--- src/rtl/alex_pkg.sv ---
// shared types and constants for the assignment lexer
// used by alex_front, alex_queue, alex_back and assignment_lexer_core

package alex_pkg;

   localparam int unsigned BYTE_W  = 8;
   localparam int unsigned VALUE_W = 24;
   localparam int unsigned TEXT_W  = 64;
   localparam int unsigned LEN_W   = 4;

   localparam logic [BYTE_W-1:0] CHAR_SPACE   = 8'h20;
   localparam logic [BYTE_W-1:0] CHAR_NEWLINE = 8'h0a;
   localparam logic [BYTE_W-1:0] CHAR_EQUALS  = 8'h3d;
   localparam logic [BYTE_W-1:0] CHAR_PLUS    = 8'h2b;
   localparam logic [BYTE_W-1:0] CHAR_SEMI    = 8'h3b;

   typedef enum logic [2:0] {
      CLS_WHITE  = 3'd0,
      CLS_EQUALS = 3'd1,
      CLS_PLUS   = 3'd2,
      CLS_SEMI   = 3'd3,
      CLS_LETTER = 3'd4,
      CLS_DIGIT  = 3'd5,
      CLS_OTHER  = 3'd6,
      CLS_END    = 3'd7
   } class_type;

   typedef enum logic [2:0] {
      KIND_WHITE  = 3'd0,
      KIND_EQUALS = 3'd1,
      KIND_PLUS   = 3'd2,
      KIND_SEMI   = 3'd3,
      KIND_NAME   = 3'd4,
      KIND_INT    = 3'd5,
      KIND_ERROR  = 3'd6,
      KIND_END    = 3'd7
   } kind_type;

   typedef enum logic [1:0] {
      MODE_IDLE  = 2'd0,
      MODE_WHITE = 2'd1,
      MODE_NAME  = 2'd2,
      MODE_INT   = 2'd3
   } mode_type;

   typedef struct packed {
      class_type         cls;
      logic [BYTE_W-1:0] char_value;
   } item_type;

   typedef struct packed {
      kind_type           kind;
      logic [VALUE_W-1:0] int_value;
      logic [TEXT_W-1:0]  name_text;
      logic [LEN_W-1:0]   name_length;
      logic [BYTE_W-1:0]  bad_char;
      logic               last_of_run;
   } token_type;

endpackage

--- src/rtl/alex_front.sv ---
// front end: accepts input bytes and end markers and classifies them
// depends on alex_pkg; feeds alex_queue

module alex_front (
   input  logic                          req_valid,
   output logic                          req_stall,
   input  logic [alex_pkg::BYTE_W-1:0]   req_byte_value,
   input  logic                          req_is_end,
   input  logic                          q_full,
   output logic                          q_push,
   output alex_pkg::item_type            q_item
);

   alex_pkg::class_type cls;

   always_comb begin
      if (req_is_end) begin
         cls = alex_pkg::CLS_END;
      end else if (req_byte_value == alex_pkg::CHAR_SPACE ||
                   req_byte_value == alex_pkg::CHAR_NEWLINE) begin
         cls = alex_pkg::CLS_WHITE;
      end else if (req_byte_value == alex_pkg::CHAR_EQUALS) begin
         cls = alex_pkg::CLS_EQUALS;
      end else if (req_byte_value == alex_pkg::CHAR_PLUS) begin
         cls = alex_pkg::CLS_PLUS;
      end else if (req_byte_value == alex_pkg::CHAR_SEMI) begin
         cls = alex_pkg::CLS_SEMI;
      end else if (req_byte_value inside {[8'h41:8'h5a], [8'h61:8'h7a]}) begin
         cls = alex_pkg::CLS_LETTER;
      end else if (req_byte_value inside {[8'h30:8'h39]}) begin
         cls = alex_pkg::CLS_DIGIT;
      end else begin
         cls = alex_pkg::CLS_OTHER;
      end
   end

   assign req_stall         = q_full;
   assign q_push            = req_valid && !q_full;
   assign q_item.cls        = cls;
   assign q_item.char_value = req_byte_value;

endmodule

--- src/rtl/alex_queue.sv ---
// small fifo of classified items between front and back
// depends on alex_pkg

module alex_queue #(
   parameter int unsigned DEPTH = 4
) (
   input  logic               clock,
   input  logic               reset,
   input  logic               push,
   input  alex_pkg::item_type push_item,
   output logic               full,
   input  logic               pop,
   output alex_pkg::item_type pop_item,
   output logic               empty
);

   localparam int unsigned PTR_W = (DEPTH > 1) ? $clog2(DEPTH) : 1;
   localparam int unsigned CNT_W = $clog2(DEPTH + 1);
   localparam logic [PTR_W-1:0] PTR_LAST = PTR_W'(DEPTH - 1);
   localparam logic [CNT_W-1:0] CNT_FULL = CNT_W'(DEPTH);

   alex_pkg::item_type entry_ff [DEPTH];
   logic [PTR_W-1:0] wr_ptr_ff, wr_ptr_in;
   logic [PTR_W-1:0] rd_ptr_ff, rd_ptr_in;
   logic [CNT_W-1:0] count_ff, count_in;

   assign full     = (count_ff == CNT_FULL);
   assign empty    = (count_ff == '0);
   assign pop_item = entry_ff[rd_ptr_ff];

   always_comb begin
      wr_ptr_in = wr_ptr_ff;
      rd_ptr_in = rd_ptr_ff;
      count_in  = count_ff;
      if (push) begin
         wr_ptr_in = (wr_ptr_ff == PTR_LAST) ? '0 : wr_ptr_ff + 1'b1;
      end
      if (pop) begin
         rd_ptr_in = (rd_ptr_ff == PTR_LAST) ? '0 : rd_ptr_ff + 1'b1;
      end
      if (push && !pop) begin
         count_in = count_ff + 1'b1;
      end else if (pop && !push) begin
         count_in = count_ff - 1'b1;
      end
   end

   always_ff @(posedge clock) begin
      if (reset) begin
         wr_ptr_ff <= '0;
         rd_ptr_ff <= '0;
         count_ff  <= '0;
      end else begin
         wr_ptr_ff <= wr_ptr_in;
         rd_ptr_ff <= rd_ptr_in;
         count_ff  <= count_in;
      end
   end

   always_ff @(posedge clock) begin
      if (push) begin
         entry_ff[wr_ptr_ff] <= push_item;
      end
   end

   a_count_bound: assert property (@(posedge clock) disable iff (reset)
      count_ff <= CNT_FULL)
      else $error("queue count beyond depth");
   a_no_overflow: assert property (@(posedge clock) disable iff (reset)
      !(push && full))
      else $error("push into full queue");
   a_no_underflow: assert property (@(posedge clock) disable iff (reset)
      !(pop && empty))
      else $error("pop from empty queue");
   a_ptr_gap: assert property (@(posedge clock) disable iff (reset)
      (count_ff == '0 || count_ff == CNT_FULL) |-> (wr_ptr_ff == rd_ptr_ff))
      else $error("queue pointers disagree with count");

endmodule

--- src/rtl/alex_back.sv ---
// back end: lexer state, token assembly and result register with spill stage
// depends on alex_pkg; fed by alex_queue

module alex_back #(
   parameter int unsigned NAME_CHARS = 8
) (
   input  logic                           clock,
   input  logic                           reset,
   input  logic                           q_empty,
   input  alex_pkg::item_type             q_item,
   output logic                           q_pop,
   output logic                           rsp_valid,
   input  logic                           rsp_stall,
   output alex_pkg::token_type            rsp_token
);

   localparam logic [alex_pkg::LEN_W-1:0] NAME_MAX = alex_pkg::LEN_W'(NAME_CHARS);
   localparam logic [alex_pkg::LEN_W-1:0] INT_MAX  = alex_pkg::LEN_W'(NAME_CHARS - 1);

   alex_pkg::mode_type                 mode_ff, mode_in;
   logic [alex_pkg::TEXT_W-1:0]        buffer_ff, buffer_in;
   logic [alex_pkg::LEN_W-1:0]         count_ff, count_in;
   logic [alex_pkg::VALUE_W-1:0]       accum_ff, accum_in;
   logic                               halted_ff, halted_in;

   logic                               out_valid_ff, out_valid_in;
   alex_pkg::token_type                out_ff, out_in;
   logic                               spill_valid_ff, spill_valid_in;
   alex_pkg::token_type                spill_ff, spill_in;

   alex_pkg::token_type                blank_tok;
   alex_pkg::token_type                flush_tok;
   alex_pkg::token_type                own_tok;
   logic                               flush_use;
   logic                               own_has;
   logic                               flush_emit;
   logic                               out_free;
   logic [alex_pkg::VALUE_W-1:0]       accum_next;

   assign out_free   = !out_valid_ff || !rsp_stall;
   assign accum_next = (accum_ff << 3) + (accum_ff << 1)
                       + alex_pkg::VALUE_W'(q_item.char_value[3:0]);

   always_comb begin
      blank_tok.kind        = alex_pkg::KIND_WHITE;
      blank_tok.int_value   = '0;
      blank_tok.name_text   = '0;
      blank_tok.name_length = '0;
      blank_tok.bad_char    = '0;
      blank_tok.last_of_run = 1'b0;

      flush_tok = blank_tok;
      case (mode_ff)
         alex_pkg::MODE_NAME: begin
            flush_tok.kind        = alex_pkg::KIND_NAME;
            flush_tok.name_text   = buffer_ff;
            flush_tok.name_length = count_ff;
         end
         alex_pkg::MODE_INT: begin
            flush_tok.kind      = alex_pkg::KIND_INT;
            flush_tok.int_value = accum_ff;
         end
         default: begin
            flush_tok.kind = alex_pkg::KIND_WHITE;
         end
      endcase
   end

   always_comb begin
      mode_in        = mode_ff;
      buffer_in      = buffer_ff;
      count_in       = count_ff;
      accum_in       = accum_ff;
      halted_in      = halted_ff;
      out_valid_in   = out_valid_ff && rsp_stall;
      out_in         = out_ff;
      spill_valid_in = spill_valid_ff;
      spill_in       = spill_ff;
      q_pop          = 1'b0;
      flush_use      = 1'b0;
      own_has        = 1'b0;
      own_tok        = blank_tok;
      flush_emit     = 1'b0;

      if (out_free) begin
         if (spill_valid_ff) begin
            out_in         = spill_ff;
            out_valid_in   = 1'b1;
            spill_valid_in = 1'b0;
         end else if (!q_empty) begin
            q_pop = 1'b1;
            if (q_item.cls == alex_pkg::CLS_END) begin
               flush_use    = 1'b1;
               own_has      = 1'b1;
               own_tok.kind = alex_pkg::KIND_END;
               halted_in    = 1'b0;
               mode_in      = alex_pkg::MODE_IDLE;
               buffer_in    = '0;
               count_in     = '0;
               accum_in     = '0;
            end else if (!halted_ff) begin
               case (q_item.cls)
                  alex_pkg::CLS_WHITE: begin
                     if (mode_ff != alex_pkg::MODE_WHITE) begin
                        flush_use = 1'b1;
                        mode_in   = alex_pkg::MODE_WHITE;
                        buffer_in = '0;
                        count_in  = '0;
                        accum_in  = '0;
                     end
                  end
                  alex_pkg::CLS_EQUALS, alex_pkg::CLS_PLUS, alex_pkg::CLS_SEMI: begin
                     flush_use = 1'b1;
                     own_has   = 1'b1;
                     case (q_item.cls)
                        alex_pkg::CLS_EQUALS: own_tok.kind = alex_pkg::KIND_EQUALS;
                        alex_pkg::CLS_PLUS:   own_tok.kind = alex_pkg::KIND_PLUS;
                        default:              own_tok.kind = alex_pkg::KIND_SEMI;
                     endcase
                     mode_in   = alex_pkg::MODE_IDLE;
                     buffer_in = '0;
                     count_in  = '0;
                     accum_in  = '0;
                  end
                  alex_pkg::CLS_LETTER: begin
                     if (mode_ff == alex_pkg::MODE_NAME && count_ff < NAME_MAX) begin
                        buffer_in[count_ff[2:0]*8 +: 8] = q_item.char_value;
                        count_in = count_ff + 1'b1;
                     end else begin
                        flush_use = 1'b1;
                        mode_in   = alex_pkg::MODE_NAME;
                        buffer_in = alex_pkg::TEXT_W'(q_item.char_value);
                        count_in  = alex_pkg::LEN_W'(1);
                        accum_in  = '0;
                     end
                  end
                  alex_pkg::CLS_DIGIT: begin
                     if (mode_ff == alex_pkg::MODE_INT && count_ff < INT_MAX) begin
                        accum_in = accum_next;
                        count_in = count_ff + 1'b1;
                     end else begin
                        flush_use = 1'b1;
                        mode_in   = alex_pkg::MODE_INT;
                        buffer_in = '0;
                        count_in  = alex_pkg::LEN_W'(1);
                        accum_in  = alex_pkg::VALUE_W'(q_item.char_value[3:0]);
                     end
                  end
                  default: begin
                     flush_use        = 1'b1;
                     own_has          = 1'b1;
                     own_tok.kind     = alex_pkg::KIND_ERROR;
                     own_tok.bad_char = q_item.char_value;
                     halted_in        = 1'b1;
                     mode_in          = alex_pkg::MODE_IDLE;
                     buffer_in        = '0;
                     count_in         = '0;
                     accum_in         = '0;
                  end
               endcase
            end

            flush_emit = flush_use && (mode_ff != alex_pkg::MODE_IDLE);
            if (flush_emit && own_has) begin
               out_in                  = flush_tok;
               out_in.last_of_run      = 1'b0;
               out_valid_in            = 1'b1;
               spill_in                = own_tok;
               spill_in.last_of_run    = 1'b1;
               spill_valid_in          = 1'b1;
            end else if (flush_emit) begin
               out_in             = flush_tok;
               out_in.last_of_run = 1'b1;
               out_valid_in       = 1'b1;
            end else if (own_has) begin
               out_in             = own_tok;
               out_in.last_of_run = 1'b1;
               out_valid_in       = 1'b1;
            end
         end
      end
   end

   always_ff @(posedge clock) begin
      if (reset) begin
         mode_ff        <= alex_pkg::MODE_IDLE;
         buffer_ff      <= '0;
         count_ff       <= '0;
         accum_ff       <= '0;
         halted_ff      <= 1'b0;
         out_valid_ff   <= 1'b0;
         spill_valid_ff <= 1'b0;
      end else begin
         mode_ff        <= mode_in;
         buffer_ff      <= buffer_in;
         count_ff       <= count_in;
         accum_ff       <= accum_in;
         halted_ff      <= halted_in;
         out_valid_ff   <= out_valid_in;
         spill_valid_ff <= spill_valid_in;
      end
   end

   always_ff @(posedge clock) begin
      out_ff   <= out_in;
      spill_ff <= spill_in;
   end

   assign rsp_valid = out_valid_ff;
   assign rsp_token = out_ff;

   a_spill_behind_out: assert property (@(posedge clock) disable iff (reset)
      spill_valid_ff |-> out_valid_ff)
      else $error("spill token without result in output register");
   a_halted_clear: assert property (@(posedge clock) disable iff (reset)
      halted_ff |-> (mode_ff == alex_pkg::MODE_IDLE))
      else $error("pending token while halted");
   a_no_pop_on_spill: assert property (@(posedge clock) disable iff (reset)
      spill_valid_ff |-> !q_pop)
      else $error("item taken while a second token waits");
   a_spill_last: assert property (@(posedge clock) disable iff (reset)
      spill_valid_ff |-> (spill_ff.last_of_run && !out_ff.last_of_run))
      else $error("token pair marked wrongly");

endmodule

--- src/rtl/assignment_lexer_core.sv ---
// Streaming lexer for assignment text: takes one byte or end marker per transfer and
// returns white, punctuation, name, integer, error and end tokens. The front classifies
// each byte into a QUEUE_DEPTH-entry queue; the back holds the lexer state and a result
// register with one spill stage. One byte is taken per cycle while results drain; a byte
// that both closes a pending token and yields its own (punctuation, error, end) gives two
// tokens in turn on the single result port, the second from the spill stage.
// Depends on alex_pkg, alex_front, alex_queue and alex_back.

module assignment_lexer_core #(
   parameter int unsigned NAME_CHARS  = 8,
   parameter int unsigned QUEUE_DEPTH = 4
) (
   input  logic                            clock,
   input  logic                            reset,
   input  logic                            req_valid,
   output logic                            req_stall,
   input  logic [alex_pkg::BYTE_W-1:0]     req_byte_value,
   input  logic                            req_is_end,
   output logic                            rsp_valid,
   input  logic                            rsp_stall,
   output logic [2:0]                      rsp_kind,
   output logic [alex_pkg::VALUE_W-1:0]    rsp_int_value,
   output logic [alex_pkg::TEXT_W-1:0]     rsp_name_text,
   output logic [alex_pkg::LEN_W-1:0]      rsp_name_length,
   output logic [alex_pkg::BYTE_W-1:0]     rsp_bad_char,
   output logic                            rsp_last_of_run
);

   logic                q_push;
   logic                q_pop;
   logic                q_full;
   logic                q_empty;
   alex_pkg::item_type  push_item;
   alex_pkg::item_type  pop_item;
   alex_pkg::token_type token;

   alex_front u_front (
      .req_valid      (req_valid),
      .req_stall      (req_stall),
      .req_byte_value (req_byte_value),
      .req_is_end     (req_is_end),
      .q_full         (q_full),
      .q_push         (q_push),
      .q_item         (push_item)
   );

   alex_queue #(
      .DEPTH (QUEUE_DEPTH)
   ) u_queue (
      .clock     (clock),
      .reset     (reset),
      .push      (q_push),
      .push_item (push_item),
      .full      (q_full),
      .pop       (q_pop),
      .pop_item  (pop_item),
      .empty     (q_empty)
   );

   alex_back #(
      .NAME_CHARS (NAME_CHARS)
   ) u_back (
      .clock     (clock),
      .reset     (reset),
      .q_empty   (q_empty),
      .q_item    (pop_item),
      .q_pop     (q_pop),
      .rsp_valid (rsp_valid),
      .rsp_stall (rsp_stall),
      .rsp_token (token)
   );

   assign rsp_kind        = token.kind;
   assign rsp_int_value   = token.int_value;
   assign rsp_name_text   = token.name_text;
   assign rsp_name_length = token.name_length;
   assign rsp_bad_char    = token.bad_char;
   assign rsp_last_of_run = token.last_of_run;

endmodule

--- config.mk ---
export PLATFORM = sky130hd
export DESIGN_NAME = assignment_lexer_core
export DESIGN_NICKNAME = d
export VERILOG_FILES = /design/src/rtl/alex_pkg.sv /design/src/rtl/alex_front.sv /design/src/rtl/alex_queue.sv /design/src/rtl/alex_back.sv /design/src/rtl/assignment_lexer_core.sv
export SDC_FILE = /design/constraint.sdc
export NUM_CORES = 1
export LEC_CHECK = 0
export ABC_CLOCK_PERIOD_IN_PS = 8800
export BUFFER_PORTS_ARGS = -buffer_cell sky130_fd_sc_hd__buf_2
export CORE_MARGIN = 4
export CORE_UTILIZATION = 59
export DETAILED_ROUTE_END_ITERATION = 6
export GPL_TIMING_DRIVEN = 0
export PLACE_DENSITY = 0.83
export SETUP_SLACK_MARGIN = 0.15
export SLEW_MARGIN = 25
export SYNTH_ARGS = -nofsm -noshare
export SYNTH_HDL_FRONTEND = slang
export SYNTH_SLANG_ARGS = --single-unit
--- constraint.sdc ---
create_clock -name clock -period 8.8 [get_ports clock]
set_input_delay 0.88 -clock clock [delete_from_list [all_inputs] [get_ports clock]]
set_output_delay 0.88 -clock clock [all_outputs]
set_load 0.005 [all_outputs]
==> key figures <==
GRT
  • Global route overflow: 0
  • Initial antenna violation count: 1
  • Pin count of the biggest net entering global routing: 17
  • Gr usage total: 0.2342
  • Vias in the first global route: 8241
  • Global-route wire length before repair: 42120 um

Worst setup path
  • Crit. End Element: register
  • Worst path cell trace: buf_1, mux2i_1, nand2_1, o21a_1, inv_1, fa_1, inv_1, ha_1, a211oi_1, o21bai_1, a311o_1, a221o_1, or3_1, a32o_1
  • Worst r2r dst: u_back.accum_ff[23]$_SDFFE_PP0P_
  • Critical Path RT: 9.21 ns
  • Critical path's top delay family: compound AO/OA/AOI/OAI gates
  • Worst Path Arrival: 5.13 ns
  • Worst R2R Setup Slack: 4.08 ns
  • CP Class: register to register
  • Setup crit start kind: register
  • Most frequent CP cell: inv_1
  • Path depth of the worst reg2reg path: 14
  • CP Max Fanout: 10
  • Slowest cell on crit path: buf_1
  • CP max stage delay: 0.53 ns
  • Worst Path Buf+Inv: 3

Pwr
  • Total power: 0.004218 W
  • Pwr Density: 308.7 mW/mm^2
  • Internal power: 0.002823 W
  • NetSw: 0.001395 W
  • Comb pwr share: 0.315
  • Leak: 5.441 nW
  • Clock Power Share: 0.250
  • Switching part of the total: 0.3307
  • Max VDD drop: 0.1399 mV
  • Share of total power in sequential cells: 0.436

Placed design
  • Buffers on Ports: 117
  • Final HPWL DP: 18690 um
  • Routability-driven placement congestion ratio: 0.9422

Die
  • Cell Rows: 51
  • Die height: 149.7 um
  • Core Region: 0.01959 mm^2
  • I/O pins: 119
  • Die W: 149.7 um
  • Initial core utilization: 0.6047
  • Die ar.: 0.02241 mm^2

CTS
  • H-tree levels: 1
  • Post-cts sizing count: 0
  • TritonCTS clock tree: built
  • Num CTS Buffers: 25
  • Sinks on Clock Net: 265
  • CTS Buffer Depth: 3
  • Worst-Skew Late Latency: 0.51 ns
  • Clk slew on worst S/H paths: 0.06 ns
  • Root Driver: clkbuf_16
  • Hold buffers post-CTS: 0
  • Postcts setup bufs: 0

Synth
  • Synth Area in Compound Gates: 0.1048
  • Largest family of logic cells by synthesized area: simple AND/OR/NAND/NOR gates
  • Yosys top cell by area: edfxtp_1
  • Post-Synth Adder-Cell Area: 0.06189
  • Simple-Gate Fraction of Synth Area: 0.1604
  • Synth Area per Inst: 11.58 um^2
  • Main synth FF type: edfxtp_1
  • Distinct cells, synth: 69
  • Async S/R FF share, synth: 0
  • Post-synth top area share: 0.4030
  • Post-synth net total: 1092
  • Sequential share of the synthesized area: 0.5822
  • FF+latch count, synth: 265
  • Commonest cells in the synthesized netlist: edfxtp_1, nor2_1, dfxtp_1
  • Yosys warning total: 0
  • Post-synth EDFFs: 159
  • Ranking of synthesized cells by area: edfxtp_1, dfxtp_1, ha_1
  • Post-Synthesis Cells: 1023
  • XOR/XNOR Fraction of Synth Area: 0.01257
  • Mux contribution to synthesized area: 0.05292
  • Synthesized area: 0.01185 mm^2
  • Most common cell in the netlist: edfxtp_1

Detailed routing
  • Met2 Wirelength: 12680 um
  • Via-to-Cell Ratio: 5.809
  • Met3 WL post-DR: 1928 um
  • Max layer used: met5
  • Vias: 8470
  • WL per Instance: 17.99 um
  • WL met1: 10850 um
  • Post-Route WL: 26230 um
  • DR iter-0 viols: 803
  • TritonRoute pass-1 iters: 5
  • Routed Antenna Nets: 0
  • # DRC: 0

STA
  • Final Cycle Share: 0.5369
  • Final setup fails: 0
  • Fin. max-slew vios: 0
  • Unrepaired setup endpoints after global routing: no
  • Final hold violation count: 0
  • Fin Hold WS: 0.4495 ns
  • Clk_skew: 0.01514 ns
  • Tightest Pin Transition: 1.021 ns
  • Slew margin rel.: 0.3107
  • F_max: 0.2117 GHz
  • Tmin final: 4.724 ns

Worst hold path
  • Hold crit path type: register to register
  • Worst hold path depth: 2
  • Hold Path Sink: u_back.buffer_ff[25]$_SDFFE_PP0P_
  • Hold_sp: u_back.buffer_ff[25]$_SDFFE_PP0P_

Final layout
  • Fillers: 1415
  • Nets: 1244
  • Antenna cell count: 0
  • Area grow syn2layout: 15.35%
  • Fin util: 0.6975
  • Fraction of layout cells with a size suffix above 1: 0.1601

Job
  • Max-Cap Viols: 0

Run status
  • Status: finished clean
==> metal layers <==
metal  global-route usage  vias up
met2               0.4029      331
li1                     -     4028
met3              0.03362       66
met1               0.3115     4043
met4              0.06908        2
met5                    0        -
==> cell type report <==
type                       count  area [um^2]  area share
timing repair buffer         125        675.6     0.04945
buffer                        46        186.4     0.01364
sequential                   265         6897      0.5047
clock inverter                12        133.9    0.009798
tap                          265        331.6     0.02427
multi-input combinational    682         4662      0.3412
inverter                      30        112.6    0.008241
clock buffer                  33        665.6     0.04871
==> logic make-up after synthesis <==
| logic type | after synthesis |
|---|---|
| compound gates | 186 |
| xor+xnor | 17 |
| fa+ha+maj | 57 |
| buf+inv | 76 |
| flops | 265 |
| mux | 51 |
| simple gates | 371 |
==> worst reg2reg max path, delay by kind of cell, from the launching register on <==
kind	cells	cell delay, ns
buffers and inverters	3	0.83
muxes	1	0.16
adders and majority gates	2	0.83
DFF	1	0.41
and+or+nand+nor	2	0.43
AOI/OAI and AO/OA	6	1.96
==> stage by stage <==
stage | std cells | setup WS (ns) | TNS [ns] | area, um^2
after floorplan | 1023 | 1.280 | 0 | 11850
after global placement | 1405 | -0.9625 | -99.35 | 12760
after detailed placement | 1413 | 4.141 | 0 | 12860
after CTS | 1458 | 4.096 | 0 | 13660
after global routing | 1458 | 3.775 | 0 | 13660
final | 1458 | 4.076 | 0 | 13660
==> cell usage in the layout, fill, tap and decap left out, types with 7 or more instances in the layout <==
| master | n |
|---|---|
| edfxtp_1 | 159 |
| mux2i_1 | 39 |
| xor2_1 | 7 |
| xnor2_1 | 10 |
| a21o_1 | 11 |
| ha_1 | 53 |
| nand4_1 | 9 |
| buf_2 | 122 |
| dfxtp_1 | 106 |
| nand2_1 | 63 |
| clkbuf_1 | 43 |
| nor3_1 | 17 |
| a22o_1 | 20 |
| and2_1 | 99 |
| inv_1 | 29 |
| mux4_2 | 9 |
| nand3_1 | 26 |
| clkbuf_16 | 25 |
| o21ai_0 | 29 |
| nor2_1 | 109 |
| a22oi_1 | 13 |
| a21oi_1 | 62 |
| or3_1 | 11 |
| buf_6 | 9 |
==> power by group through the flow <==
stage / registers [W] / logic (W) / clock network, W
2_1_floorplan: 0.00196 / 0.000686 / 0
3_3_place_gp: 0.00187 / 0.00113 / 0
3_5_place_dp: 0.00186 / 0.00132 / 0
4_1_cts: 0.00184 / 0.00133 / 0.00106
5_1_grt: 0.00186 / 0.00146 / 0.00112
6_report: 0.00184 / 0.00133 / 0.00105
==> sequential cells by signal, indices dropped and copies added, names as in the netlist, named ones only <==
register,cells
u_back.accum_ff,24
u_back.buffer_ff,64
u_back.count_ff,4
u_back.halted_ff,1
u_back.mode_ff,2
u_back.rsp_token,104
u_back.rsp_valid,1
u_back.spill_ff,11
u_back.spill_valid_ff,1
u_queue.count_ff,3
u_queue.entry_ff,44
u_queue.rd_ptr_ff,2
u_queue.wr_ptr_ff,2
==> worst max path at each step <==
stage                   from                            endpoint  slack [ns]  cells past startpoint
floorplan           register   u_back.rsp_token[0]$_SDFFCE_PP1P_        1.28                      8
global placement    register  u_back.rsp_token[43]$_SDFFCE_PP0P_       -0.96                      8
detailed placement  register    u_back.accum_ff[23]$_SDFFE_PP0P_        4.14                     13
CTS                 register    u_back.accum_ff[23]$_SDFFE_PP0P_        4.10                     14
global route        register    u_back.accum_ff[23]$_SDFFE_PP0P_        3.77                     14
finish              register    u_back.accum_ff[23]$_SDFFE_PP0P_        4.08                     14
Note: power is estimated with default switching activity, not from simulation.
